`config.mk`:
```
export PLATFORM = sky130hd
export DESIGN_NAME = pixel_contour_to_corner_ring
export DESIGN_NICKNAME = d
export VERILOG_FILES = /design/src/hw/rtl/pcr_pkg.sv /design/src/hw/rtl/pcr_ctrl.sv /design/src/hw/rtl/pcr_datapath.sv /design/src/hw/rtl/pixel_contour_to_corner_ring.sv
export SDC_FILE = /design/constraint.sdc
export NUM_CORES = 1
export LEC_CHECK = 0
export BUFFER_PORTS_ARGS = -buffer_cell sky130_fd_sc_hd__buf_4
export CAP_MARGIN = 20
export CORE_UTILIZATION = 40
export DETAILED_ROUTE_END_ITERATION = 16
export MAX_ROUTING_LAYER = met4
export PLACE_DENSITY_LB_ADDON = 0.15
export SLEW_MARGIN = 20
export SYNTH_ARGS = -nofsm -noshare
export SYNTH_HDL_FRONTEND = slang
export SYNTH_SLANG_ARGS = --single-unit
```
`constraint.sdc`:
```
create_clock -name clk_i -period 5.5 [get_ports clk_i]
set_clock_uncertainty 0.2 [all_clocks]
set_input_delay 1.375 -clock clk_i [delete_from_list [all_inputs] [get_ports clk_i]]
set_output_delay 1.375 -clock clk_i [all_outputs]
set_load 0.02 [all_outputs]
```
`src/hw/rtl/pcr_pkg.sv`:
```
`timescale 1ns / 1ps
// ----------------------------------------------------------------------------
// pcr_pkg
// Shared types and helpers for the contour-to-corner-ring block: controller
// states, the command and status groups, and corner geometry.
// ----------------------------------------------------------------------------
package pcr_pkg;

  // corner numbering, clockwise from the top-left of a pixel
  localparam logic [1:0] CORNER_TL = 2'd0;
  localparam logic [1:0] CORNER_TR = 2'd1;
  localparam logic [1:0] CORNER_BR = 2'd2;
  localparam logic [1:0] CORNER_BL = 2'd3;

  // last step of the corner walk (fourth vertex)
  localparam logic [1:0] WALK_LAST_STEP = 2'd3;

  typedef enum logic [1:0] {
    ST_IDLE,
    ST_WALK,
    ST_CLOSE
  } pcr_state_e;

  // controller to datapath
  typedef struct packed {
    logic take;        // capture the incoming pixel
    logic walk_emit;   // emit one walk vertex and advance the corner
    logic close_emit;  // emit the closing vertex of the ring
  } pcr_cmd_t;

  // datapath to controller
  typedef struct packed {
    logic have_prev;   // a previous pixel of the contour is held
    logic match;       // current walk vertex is a corner of the new pixel
    logic k_last;      // walk is on its fourth vertex
    logic cur_last;    // held pixel is the last of its contour
    logic out_free;    // output register can take a vertex this cycle
  } pcr_sts_t;

  // x offset of a corner from the pixel origin
  function automatic logic corner_dx(input logic [1:0] c);
    corner_dx = (c == CORNER_TR) || (c == CORNER_BR);
  endfunction

  // y offset of a corner from the pixel origin
  function automatic logic corner_dy(input logic [1:0] c);
    corner_dy = (c == CORNER_BR) || (c == CORNER_BL);
  endfunction

  // corner index from the offsets of a vertex within a pixel
  function automatic logic [1:0] corner_from_offset(input logic dx, input logic dy);
    logic [1:0] idx;
    if (!dy) begin
      idx = dx ? CORNER_TR : CORNER_TL;
    end else begin
      idx = dx ? CORNER_BR : CORNER_BL;
    end
    corner_from_offset = idx;
  endfunction

endpackage

```
`src/hw/rtl/pcr_ctrl.sv`:
```
`timescale 1ns / 1ps
// ----------------------------------------------------------------------------
// pcr_ctrl
// Controller for the corner ring: accepts one pixel, walks the previous pixel's
// corners, a vertex per free output slot, then emits the closing vertex if last.
// ----------------------------------------------------------------------------
module pcr_ctrl
  import pcr_pkg::*;
(
  input  logic      clk_i,
  input  logic      rst_ni,
  input  logic      pixel_valid_i,
  input  logic      last_pixel_i,
  output logic      pixel_stall_o,
  input  pcr_sts_t  sts_i,
  output pcr_cmd_t  cmd_o
);

  pcr_state_e state_q, state_d;

  // state register
  always_ff @(posedge clk_i or negedge rst_ni) begin
    if (!rst_ni) begin
      state_q <= ST_IDLE;
    end else begin
      state_q <= state_d;
    end
  end

  // next state
  always_comb begin
    state_d = state_q;
    case (state_q)
      ST_IDLE: begin
        if (pixel_valid_i) begin
          if (sts_i.have_prev) begin
            state_d = ST_WALK;
          end else if (last_pixel_i) begin
            state_d = ST_CLOSE;
          end
        end
      end
      ST_WALK: begin
        if (sts_i.out_free && (sts_i.match || sts_i.k_last)) begin
          state_d = sts_i.cur_last ? ST_CLOSE : ST_IDLE;
        end
      end
      ST_CLOSE: begin
        if (sts_i.out_free) begin
          state_d = ST_IDLE;
        end
      end
      default: state_d = ST_IDLE;
    endcase
  end

  // command outputs
  always_comb begin
    cmd_o         = '0;
    pixel_stall_o = 1'b1;
    case (state_q)
      ST_IDLE: begin
        pixel_stall_o = 1'b0;
        cmd_o.take    = pixel_valid_i;
      end
      ST_WALK: begin
        cmd_o.walk_emit = sts_i.out_free;
      end
      ST_CLOSE: begin
        cmd_o.close_emit = sts_i.out_free;
      end
      default: begin
        pixel_stall_o = 1'b1;
      end
    endcase
  end

endmodule

```
`src/hw/rtl/pcr_datapath.sv`:
```
`timescale 1ns / 1ps
// ----------------------------------------------------------------------------
// pcr_datapath
// Pixel registers, corner walk index, corner match logic and the output
// register of the corner ring.
// ----------------------------------------------------------------------------
module pcr_datapath
  import pcr_pkg::*;
#(
  parameter int COORD_BITS = 15
) (
  input  logic                  clk_i,
  input  logic                  rst_ni,
  input  logic [COORD_BITS-1:0] pixel_x_i,
  input  logic [COORD_BITS-1:0] pixel_y_i,
  input  logic                  last_pixel_i,
  input  pcr_cmd_t              cmd_i,
  output pcr_sts_t              sts_o,
  output logic                  vertex_valid_o,
  input  logic                  vertex_stall_i,
  output logic [COORD_BITS:0]   vertex_x_o,
  output logic [COORD_BITS:0]   vertex_y_o,
  output logic                  ring_end_o,
  output logic                  not_adjacent_o
);

  localparam int VW = COORD_BITS + 1;
  localparam int DW = COORD_BITS + 2;

  logic                  have_prev_q;
  logic [COORD_BITS-1:0] prev_x_q, prev_y_q;
  logic [COORD_BITS-1:0] cur_x_q, cur_y_q;
  logic                  cur_last_q;
  logic [1:0]            corner_q;
  logic [1:0]            k_q;

  logic                  out_valid_q;
  logic [VW-1:0]         out_x_q, out_y_q;
  logic                  out_end_q, out_err_q;

  logic [VW-1:0]         walk_x, walk_y;
  logic [DW-1:0]         diff_x, diff_y;
  logic                  hit_x, hit_y, match;
  logic [1:0]            shared_idx;
  logic                  k_last, out_free;

  // current walk vertex on the previous pixel
  assign walk_x = {1'b0, prev_x_q} + VW'(corner_dx(corner_q));
  assign walk_y = {1'b0, prev_y_q} + VW'(corner_dy(corner_q));

  // offset of the walk vertex from the new pixel: must be 0 or 1 in both axes
  assign diff_x = {1'b0, walk_x} - {2'b00, cur_x_q};
  assign diff_y = {1'b0, walk_y} - {2'b00, cur_y_q};
  assign hit_x  = (diff_x[DW-1:1] == '0);
  assign hit_y  = (diff_y[DW-1:1] == '0);
  assign match  = hit_x && hit_y;
  assign shared_idx = corner_from_offset(diff_x[0], diff_y[0]);

  assign k_last   = (k_q == WALK_LAST_STEP);
  assign out_free = !out_valid_q || !vertex_stall_i;

  // status to the controller
  always_comb begin
    sts_o.have_prev = have_prev_q;
    sts_o.match     = match;
    sts_o.k_last    = k_last;
    sts_o.cur_last  = cur_last_q;
    sts_o.out_free  = out_free;
  end

  // contour state and walk index
  always_ff @(posedge clk_i or negedge rst_ni) begin
    if (!rst_ni) begin
      have_prev_q <= 1'b0;
      corner_q    <= CORNER_TL;
      k_q         <= '0;
    end else begin
      if (cmd_i.take) begin
        k_q <= '0;
        if (!have_prev_q) begin
          have_prev_q <= 1'b1;
          corner_q    <= CORNER_TL;
        end
      end else if (cmd_i.walk_emit) begin
        if (match) begin
          corner_q <= shared_idx + 2'd1;
        end else if (k_last) begin
          corner_q <= CORNER_TL;
        end else begin
          corner_q <= corner_q + 2'd1;
          k_q      <= k_q + 2'd1;
        end
      end else if (cmd_i.close_emit) begin
        have_prev_q <= 1'b0;
        corner_q    <= CORNER_TL;
      end
    end
  end

  // pixel coordinate registers
  always_ff @(posedge clk_i) begin
    if (cmd_i.take) begin
      cur_x_q    <= pixel_x_i;
      cur_y_q    <= pixel_y_i;
      cur_last_q <= last_pixel_i;
      if (!have_prev_q) begin
        prev_x_q <= pixel_x_i;
        prev_y_q <= pixel_y_i;
      end
    end else if (cmd_i.walk_emit && (match || k_last)) begin
      prev_x_q <= cur_x_q;
      prev_y_q <= cur_y_q;
    end
  end

  // output valid
  always_ff @(posedge clk_i or negedge rst_ni) begin
    if (!rst_ni) begin
      out_valid_q <= 1'b0;
    end else if (cmd_i.walk_emit || cmd_i.close_emit) begin
      out_valid_q <= 1'b1;
    end else if (!vertex_stall_i) begin
      out_valid_q <= 1'b0;
    end
  end

  // output payload
  always_ff @(posedge clk_i) begin
    if (cmd_i.walk_emit) begin
      out_x_q   <= walk_x;
      out_y_q   <= walk_y;
      out_end_q <= 1'b0;
      out_err_q <= !match && k_last;
    end else if (cmd_i.close_emit) begin
      out_x_q   <= {1'b0, cur_x_q};
      out_y_q   <= {1'b0, cur_y_q};
      out_end_q <= 1'b1;
      out_err_q <= 1'b0;
    end
  end

  assign vertex_valid_o = out_valid_q;
  assign vertex_x_o     = out_x_q;
  assign vertex_y_o     = out_y_q;
  assign ring_end_o     = out_end_q;
  assign not_adjacent_o = out_err_q;

endmodule

```
`src/hw/rtl/pixel_contour_to_corner_ring.sv`:
```
`timescale 1ns / 1ps
// ----------------------------------------------------------------------------
// pixel_contour_to_corner_ring
// Converts a stream of traced contour pixels into the ring of pixel-corner
// vertices that runs along the contour's pixel boundaries.
// ----------------------------------------------------------------------------
// Usage:
//   Pixel channel: pixel_valid_i / pixel_stall_o with pixel_x_i, pixel_y_i and
//   last_pixel_i. Vertex channel: vertex_valid_o / vertex_stall_i with
//   vertex_x_o, vertex_y_o, ring_end_o and not_adjacent_o. A transaction
//   completes on a rising edge with valid high and stall low.
//   One pixel is processed at a time. The first pixel of a contour is taken
//   and yields nothing (or only its closing vertex if marked last). A later
//   pixel is taken, then its walk emits one to four vertices, and after the
//   last pixel the closing vertex follows. The single vertex output register
//   takes one vertex per cycle while the receiver does not stall. The first
//   vertex of a pixel passes the state register and then the output register
//   before its transaction can complete. not_adjacent_o marks the fourth walk
//   vertex when no corner is shared; ring_end_o marks the closing vertex.
//   While the receiver stalls, the held vertex stays on the port and the walk
//   waits; the pixel channel stalls until the current pixel is finished.
//   Reset clears the controller, the contour state and the output valid; the
//   next pixel after reset starts a new contour.
// ----------------------------------------------------------------------------
module pixel_contour_to_corner_ring
  import pcr_pkg::*;
#(
  parameter int COORD_BITS = 15
) (
  input  logic                  clk_i,
  input  logic                  rst_ni,
  input  logic                  pixel_valid_i,
  output logic                  pixel_stall_o,
  input  logic [COORD_BITS-1:0] pixel_x_i,
  input  logic [COORD_BITS-1:0] pixel_y_i,
  input  logic                  last_pixel_i,
  output logic                  vertex_valid_o,
  input  logic                  vertex_stall_i,
  output logic [COORD_BITS:0]   vertex_x_o,
  output logic [COORD_BITS:0]   vertex_y_o,
  output logic                  ring_end_o,
  output logic                  not_adjacent_o
);

  pcr_cmd_t cmd;
  pcr_sts_t sts;

  // controller
  pcr_ctrl u_ctrl (
    .clk_i         (clk_i),
    .rst_ni        (rst_ni),
    .pixel_valid_i (pixel_valid_i),
    .last_pixel_i  (last_pixel_i),
    .pixel_stall_o (pixel_stall_o),
    .sts_i         (sts),
    .cmd_o         (cmd)
  );

  // datapath
  pcr_datapath #(
    .COORD_BITS (COORD_BITS)
  ) u_datapath (
    .clk_i          (clk_i),
    .rst_ni         (rst_ni),
    .pixel_x_i      (pixel_x_i),
    .pixel_y_i      (pixel_y_i),
    .last_pixel_i   (last_pixel_i),
    .cmd_i          (cmd),
    .sts_o          (sts),
    .vertex_valid_o (vertex_valid_o),
    .vertex_stall_i (vertex_stall_i),
    .vertex_x_o     (vertex_x_o),
    .vertex_y_o     (vertex_y_o),
    .ring_end_o     (ring_end_o),
    .not_adjacent_o (not_adjacent_o)
  );

  // the closing vertex never carries the error flag
  assert property (@(posedge clk_i) disable iff (!rst_ni)
    vertex_valid_o |-> !(ring_end_o && not_adjacent_o))
    else $error("closing vertex flagged not_adjacent");

  // a walk only runs against a held previous pixel
  assert property (@(posedge clk_i) disable iff (!rst_ni)
    cmd.walk_emit |-> sts.have_prev)
    else $error("corner walk without previous pixel");

  // error flag only on the fourth unmatched walk vertex
  assert property (@(posedge clk_i) disable iff (!rst_ni)
    (cmd.walk_emit && !sts.match && !sts.k_last) |=> !not_adjacent_o)
    else $error("not_adjacent raised before fourth step");

  // closing the ring ends the contour
  assert property (@(posedge clk_i) disable iff (!rst_ni)
    cmd.close_emit |=> !sts.have_prev)
    else $error("contour still open after closing vertex");

endmodule
```
# [Yosys cells after proc, flatten, opt, wreduce, memory -nomap -nowiden]
# Cells that the tools add are included.
[totals] regBits=103 latchBits=0 ram_bits=0 romBits=0 memories=0
[classes] addsub=7 multipliers=0 n_div=0 order_cmp=0 n_eq_ne=15 shifts=0 muxes=40 n_bitwise=0 reduce_logical=25
[ops] cell="$mux 15" count=6
[ops] cell="$mux 16" count=4
[ops] cell="$mux 2" count=17
[ops] cell="$sub 16x15->17" count=2
[ops] cell="$add 15x1->16" count=2
[ops] cell="$logic_not 16->1" count=2
[ops] cell="$mux 1" count=12
[ops] cell="$ne 2x2->1 const B" count=5
[ops] cell="$eq 2x2->1 const B" count=4
[ops] cell="$reduce_bool 2->1" count=4
[ops] cell="$add 2x1->2 const B" count=3
[ops] cell="$ne 2x1->1 const B" count=3
[ops] cell="$pmux 2 s3" count=1
[ops] cell="$reduce_and 2->1" count=3
[ops] cell="$logic_or 1x1->1" count=5
[ops] cell="$eq 2x1->1 const B" count=2
[ops] cell="$logic_and 1x1->1" count=4
[ops] cell="$reduce_and 4->1" count=1
[ops] cell="$logic_not 1->1" count=3
[ops] cell="$ne 3x2->1 const B" count=1
[ops] cell="$reduce_and 3->1" count=1
[ops] cell="$reduce_bool 3->1" count=1
[ops] cell="$logic_not 2->1" count=1

# [Logic depth before layout (Yosys ltp)]
[logic_depth] ltp_word=10 mapped_depth=19

# [Cells and area by module]
# A second synthesis with hierarchy kept.
[hier_totals] cells_unflattened=695 hier_area_um2=6726.5
[modules_own_cells] module="pcr_datapath" n_inst=1 cells_per_inst=673 area_each_um2=6555.0 seq_area_each_um2=2992.9
[modules_own_cells] module="pcr_ctrl" n_inst=1 cells_per_inst=22 area_each_um2=171.4 seq_area_each_um2=50.0

# [Least setup slack after synthesis]
# No wires, ideal clock.
[synth_path] kind="register to register" start="reg u_datapath.corner_q[0]" end="reg u_datapath.prev_x_q[0], enable pin" t_arrival_ps=4850 slack_ps=22 path_stages_with_launch=18 path_buffers=0 period_less_slack_ps=5478 path_cell_list="dfrtp_1 -> xor2_1 -> ha_1 -> ha_1 -> nand3_1 -> inv_1 -> nand3_1 -> xnor2_1 -> ha_1 -> and3b_1 -> o31ai_1 -> o311ai_1 -> a2111oi_0 -> nand4_1 -> nor4_1 -> and4_1 -> a41oi_1 -> o22ai_1"
[synth_between] elab_chain_len=10 elab_cells_between_ends=16 classes_between="add/sub: 4; eq/ne: 3; reduce/logical: 9"
[synth_lines] item="start: declaration" line_no="pcr_datapath.sv:34" source="logic [1:0] corner_q;"
[synth_lines] item="start signal: assignment" line_no="pcr_datapath.sv:86" source="corner_q <= shared_idx + 2'd1;"
[synth_lines] item="start signal: assignment" line_no="pcr_datapath.sv:90" source="corner_q <= corner_q + 2'd1;"
[synth_lines] item="$eq 2x1->1, or another cell as far along" line_no="pcr_pkg.sv:42" source="corner_dx = (c == CORNER_TR) || (c == CORNER_BR);"
[synth_lines] item="$logic_or 1x1->1 (on tied branches)" line_no="pcr_pkg.sv:42, pcr_pkg.sv:47"
[synth_lines] item="$add 15x1->16 (on tied branches)" line_no="pcr_datapath.sv:48, pcr_datapath.sv:49"
[synth_lines] item="$sub 16x15->17 (on tied branches)" line_no="pcr_datapath.sv:52, pcr_datapath.sv:53"
[synth_lines] item="$logic_not 16->1 (on tied branches)" line_no="pcr_datapath.sv:54, pcr_datapath.sv:55"
[synth_lines] item="$logic_and 1x1->1 *" line_no="pcr_datapath.sv:56" source="assign match = hit_x && hit_y;"
[synth_lines] item="$logic_or 1x1->1 *" line_no="pcr_datapath.sv:110" source="end else if (cmd_i.walk_emit && (match || k_last)) begin"
[synth_lines] item="$logic_and 1x1->1 *" line_no="pcr_datapath.sv:110"
[synth_lines] item="$reduce_bool 2->1 (no source line) *"
[synth_lines] item="$reduce_and 2->1 (no source line) *"
[synth_lines] item="end signal: assignment" line_no="pcr_datapath.sv:107" source="prev_x_q <= pixel_x_i;"
[synth_lines] item="end signal: assignment" line_no="pcr_datapath.sv:111" source="prev_x_q <= cur_x_q;"
[synth_lines] item="end: declaration" line_no="pcr_datapath.sv:31" source="logic [COORD_BITS-1:0] prev_x_q, prev_y_q;"
# Mark *: on every way between the ends. The rest lies on a longest branch, timed or not.
# A chain may end at the register's enable or synchronous reset.

# [Final worst setup path]
[layout_path] start="reg u_datapath.corner_q[0]" end="reg u_datapath.prev_y_q[4], enable pin"
[layout_between] elab_chain_len=10 elab_cells_between_ends=16 classes_between="add/sub: 4; eq/ne: 3; reduce/logical: 9"
[layout_lines] item="$eq 2x1->1, or another cell as far along" line_no="pcr_pkg.sv:42"
[layout_lines] item="$logic_or 1x1->1 (on tied branches)" line_no="pcr_pkg.sv:42, pcr_pkg.sv:47"
[layout_lines] item="$add 15x1->16 (on tied branches)" line_no="pcr_datapath.sv:48, pcr_datapath.sv:49"
[layout_lines] item="$sub 16x15->17 (on tied branches)" line_no="pcr_datapath.sv:52, pcr_datapath.sv:53"
[layout_lines] item="$logic_not 16->1 (on tied branches)" line_no="pcr_datapath.sv:54, pcr_datapath.sv:55"
[layout_lines] item="$logic_and 1x1->1 *" line_no="pcr_datapath.sv:56"
[layout_lines] item="$logic_or 1x1->1 *" line_no="pcr_datapath.sv:110"
[layout_lines] item="$logic_and 1x1->1 *" line_no="pcr_datapath.sv:110"
[layout_lines] item="$reduce_bool 2->1 (no source line) *"
[layout_lines] item="$reduce_and 2->1 (no source line) *"
[layout_lines] item="end signal: assignment" line_no="pcr_datapath.sv:108" source="prev_y_q <= pixel_y_i;"
[layout_lines] item="end signal: assignment" line_no="pcr_datapath.sv:112" source="prev_y_q <= cur_y_q;"
[layout_lines] item="end: declaration" line_no="pcr_datapath.sv:31"
# Marked as above.

==> impl_metrics.json <==
{
  "area_growth_pct": 16.26,
  "clkTransAtPathRegs_ns": 0.08,
  "syn_avg_cell_area_um2": 9.743,
  "critPathLaunchType": "flop",
  "drtPass1Iterations": 7,
  "fp.dieH_um": 126.8,
  "antenna_found_initial": 0,
  "postCtsHoldBufs": 0,
  "async_flop_share_pct": 7.767,
  "syn_nets": 712,
  "synthFlopType": "edfxtp_1",
  "ir_drop_mv": 0.3371,
  "grt_pass1_wl_mm": 25.10,
  "rsz0062_at_grt": "false",
  "netlist_instances": 639,
  "clock_path_buffers": 2,
  "fin_cells": 895,
  "status": "complete, no violations",
  "grt_max_degree": 48,
  "place_hpwl_mm": 11.72,
  "required_ns": 5.35,
  "ant_nets": 0,
  "critPathKind": "flop to flop",
  "diodes": 0,
  "synth-seq-cells": 103,
  "leakagePower_nw": 2.981,
  "floorplan.initialDensity_pct": 40.95,
  "port-buffer-count": 70,
  "coreArea_mm2": 0.01520,
  "dieArea_mm2": 0.01607,
  "synthDistinctLibCells": 64,
  "report.final.slew_viol_count": 0,
  "cts-root-buf": "clkbuf_16",
  "placedCellCount": 879,
  "fmax_mhz": 201.7,
  "worstSetupEndpointType": "flop",
  "fin_crit_ns": 4.958,
  "place.gp.congestion": 0.8621,
  "postCtsSetupBuffers": 0,
  "worstHoldPathCells": 1,
  "num_vias": 4864,
  "fin_area_mm2": 0.007238,
  "cts.sinks": 103,
  "maxCapViolCount": 0,
  "htreeDepth": 3,
  "worstPathArrival_ns": 4.81,
  "final_nets": 775,
  "rr_worst_depth": 18,
  "finalHoldViolCount": 0,
  "crit_fanout": 30,
  "synth_edf_count": 94,
  "numCtsBuffers": 9,
  "grt_use_total_pct": 20.80,
  "syn_area_mm2": 0.006226,
  "synth_top_area_share_pct": 45.34,
  "worstSkewPairLatency_ns": 0.36,
  "fillers": 1465,
  "drc": 0,
  "drt_iter0_markers": 262,
  "yosysTopAreaCell": "edfxtp_1",
  "first_global_vias": 4768,
  "cts_resized": 0,
  "place_area_mm2": 0.006949,
  "worstMarginPinSlew_ns": 0.8784,
  "drive_gt1_share_pct": 14.14,
  "yosysSeqAreaShare_pct": 48.87,
  "relSlewSlack_pct": 41.38,
  "hp-class": "flop to flop",
  "overflow": 0,
  "wl_per_cell_um": 17.12,
  "finalCritPeriodShare_pct": 90.14,
  "ys_top_cells_by_area": "edfxtp_1, ha_1, nand2_1",
  "cts_tree": "yes",
  "wl_mm": 15.32,
  "setup_viol": 0,
  "fp-row-count": 45,
  "yosysWarningCount": 0,
  "fin_tns_setup_ns": 0,
  "die_w_um": 126.8,
  "num_io_pins": 71,
  "routed_via_density": 5.435,
  "power_density_mw_per_mm2": 505.6
}
-- metal layers --
metal	share of wire [%]	global-route usage [%]
met1	49	27.55
met2	46	32.69
met3	2.9	3.543
met4	1.7	6.373
met5	0	-
-- synthesized netlist by cell type (all sizes together) (4+ instances only) --
cell    instances
a21o            5
a21oi          31
a31oi           4
and3           13
and4            4
buf             7
clkbuf         15
dfrtp           8
edfxtp         94
ha             36
inv            55
mux2i           5
nand2          99
nand2b          4
nand3          17
nand4           8
nor2           38
nor2b           5
nor3           11
o21a            4
o21ai          79
o31ai           5
xnor2          23
xor2           17
-- final timing paths --
| check | slack, ns | end | from |
|---|---|---|---|
| worst max register to register | 0.54 | u_datapath.prev_y_q[4] | u_datapath.corner_q[0] |
| worst max-delay path | 0.54 | u_datapath.prev_y_q[4] | u_datapath.corner_q[0] |
| min in group asynchronous | 0.62 | u_datapath.vertex_valid_o | rst_ni |
| max in group asynchronous | 4.35 | u_datapath.corner_q[0] | rst_ni |
| worst min register to register | 0.31 | u_datapath.k_q[0] | u_datapath.k_q[0] |
| worst min-delay path | 0.31 | u_datapath.k_q[0] | u_datapath.k_q[0] |
-- sequential cells by signal, summed over array words and instances (netlist names) --
signal and count:
u_datapath.cur_x_q 15, u_datapath.prev_y_q 15, u_datapath.cur_last_q 1, u_datapath.ring_end_o 1, u_datapath.not_adjacent_o 1, u_datapath.vertex_y_o 16, u_datapath.prev_x_q 15, u_datapath.k_q 2
u_datapath.corner_q 2, u_datapath.vertex_valid_o 1, u_datapath.have_prev_q 1, u_datapath.vertex_x_o 16, u_ctrl.state_q 2, u_datapath.cur_y_q 15
-- placed cells by master, fill, tap and decap left out, types with 11 or more instances in the layout --
| master | netlist | layout |
|---|---|---|
| edfxtp_1 | 94 | 94 |
| o21ai_0 | 72 | 72 |
| xor2_1 | 17 | 17 |
| nor3_1 | 11 | 11 |
| ha_1 | 36 | 36 |
| xnor2_1 | 23 | 23 |
| buf_4 | 0 | 73 |
| nand2_1 | 99 | 99 |
| nor2_1 | 38 | 37 |
| inv_1 | 55 | 54 |
| a21oi_1 | 31 | 31 |
| and3_1 | 13 | 13 |
| nand3_1 | 17 | 17 |
-- worst max-delay path: stages, from the launching register on --
cell and delay [ns]:
dfrtp_1 0.40, xor2_1 0.25, ha_1 0.19, ha_1 0.21, nand3_1 0.18, inv_1 0.09
nand3_1 0.12, xnor2_1 0.18, ha_1 0.43, inv_1 0.15, o31ai_1 0.45, and3_1 0.25
a211o_1 0.15, xor2_1 0.09, nor4b_2 0.29, and4_1 0.31, a41oi_1 0.25, o22ai_2 0.21
buf_12 0.25
-- cells by family (layout without fill, tap and decap cells) --
logic type	count (synthesis)	after routing	synth area share, %
DFF	103	103	48.87
and+or+nand+nor	213	213	15.86
adders and majority gates	38	38	7.878
xor gates and xnor gates	40	40	5.627
muxes	6	6	1.045
AOI/OAI and AO/OA	162	162	15.90
buffers and inverters	77	145	4.823
-- metrics by stage --
step           worst slack, ns  hold slack (ns)  power (mW)  utilization (%)
6_report                0.5424           0.3066       3.660            47.61
2_1_floorplan          0.02181           0.2516       2.455                -
5_1_grt                 0.1316           0.3394       3.926            47.61
3_3_place_gp            0.6028           0.2757       3.048            45.71
3_5_place_dp            0.5498           0.2950       3.059            45.71
4_1_cts                 0.5140           0.3058       3.701            47.61
-- cell type report --
class	count	area [um^2]	area share, %
Clock buffer	10	229.0	3.163
Clock inverter	6	60.06	0.8297
Inverter	55	206.4	2.852
Multi-Input combinational cell	459	2897	40.02
Sequential cell	103	3043	42.04
Tap cell	188	235.2	3.250
Timing Repair Buffer	74	568.0	7.848
-- power breakdown --
group / switching, mW / total [mW] / internal, mW
logic: 1.10 / 1.75 / 0.654
registers: 0.102 / 1.28 / 1.18
clock network: 0.309 / 0.628 / 0.319
total: 1.51 / 3.66 / 2.15
Note: power is estimated with default switching activity, not from simulation.
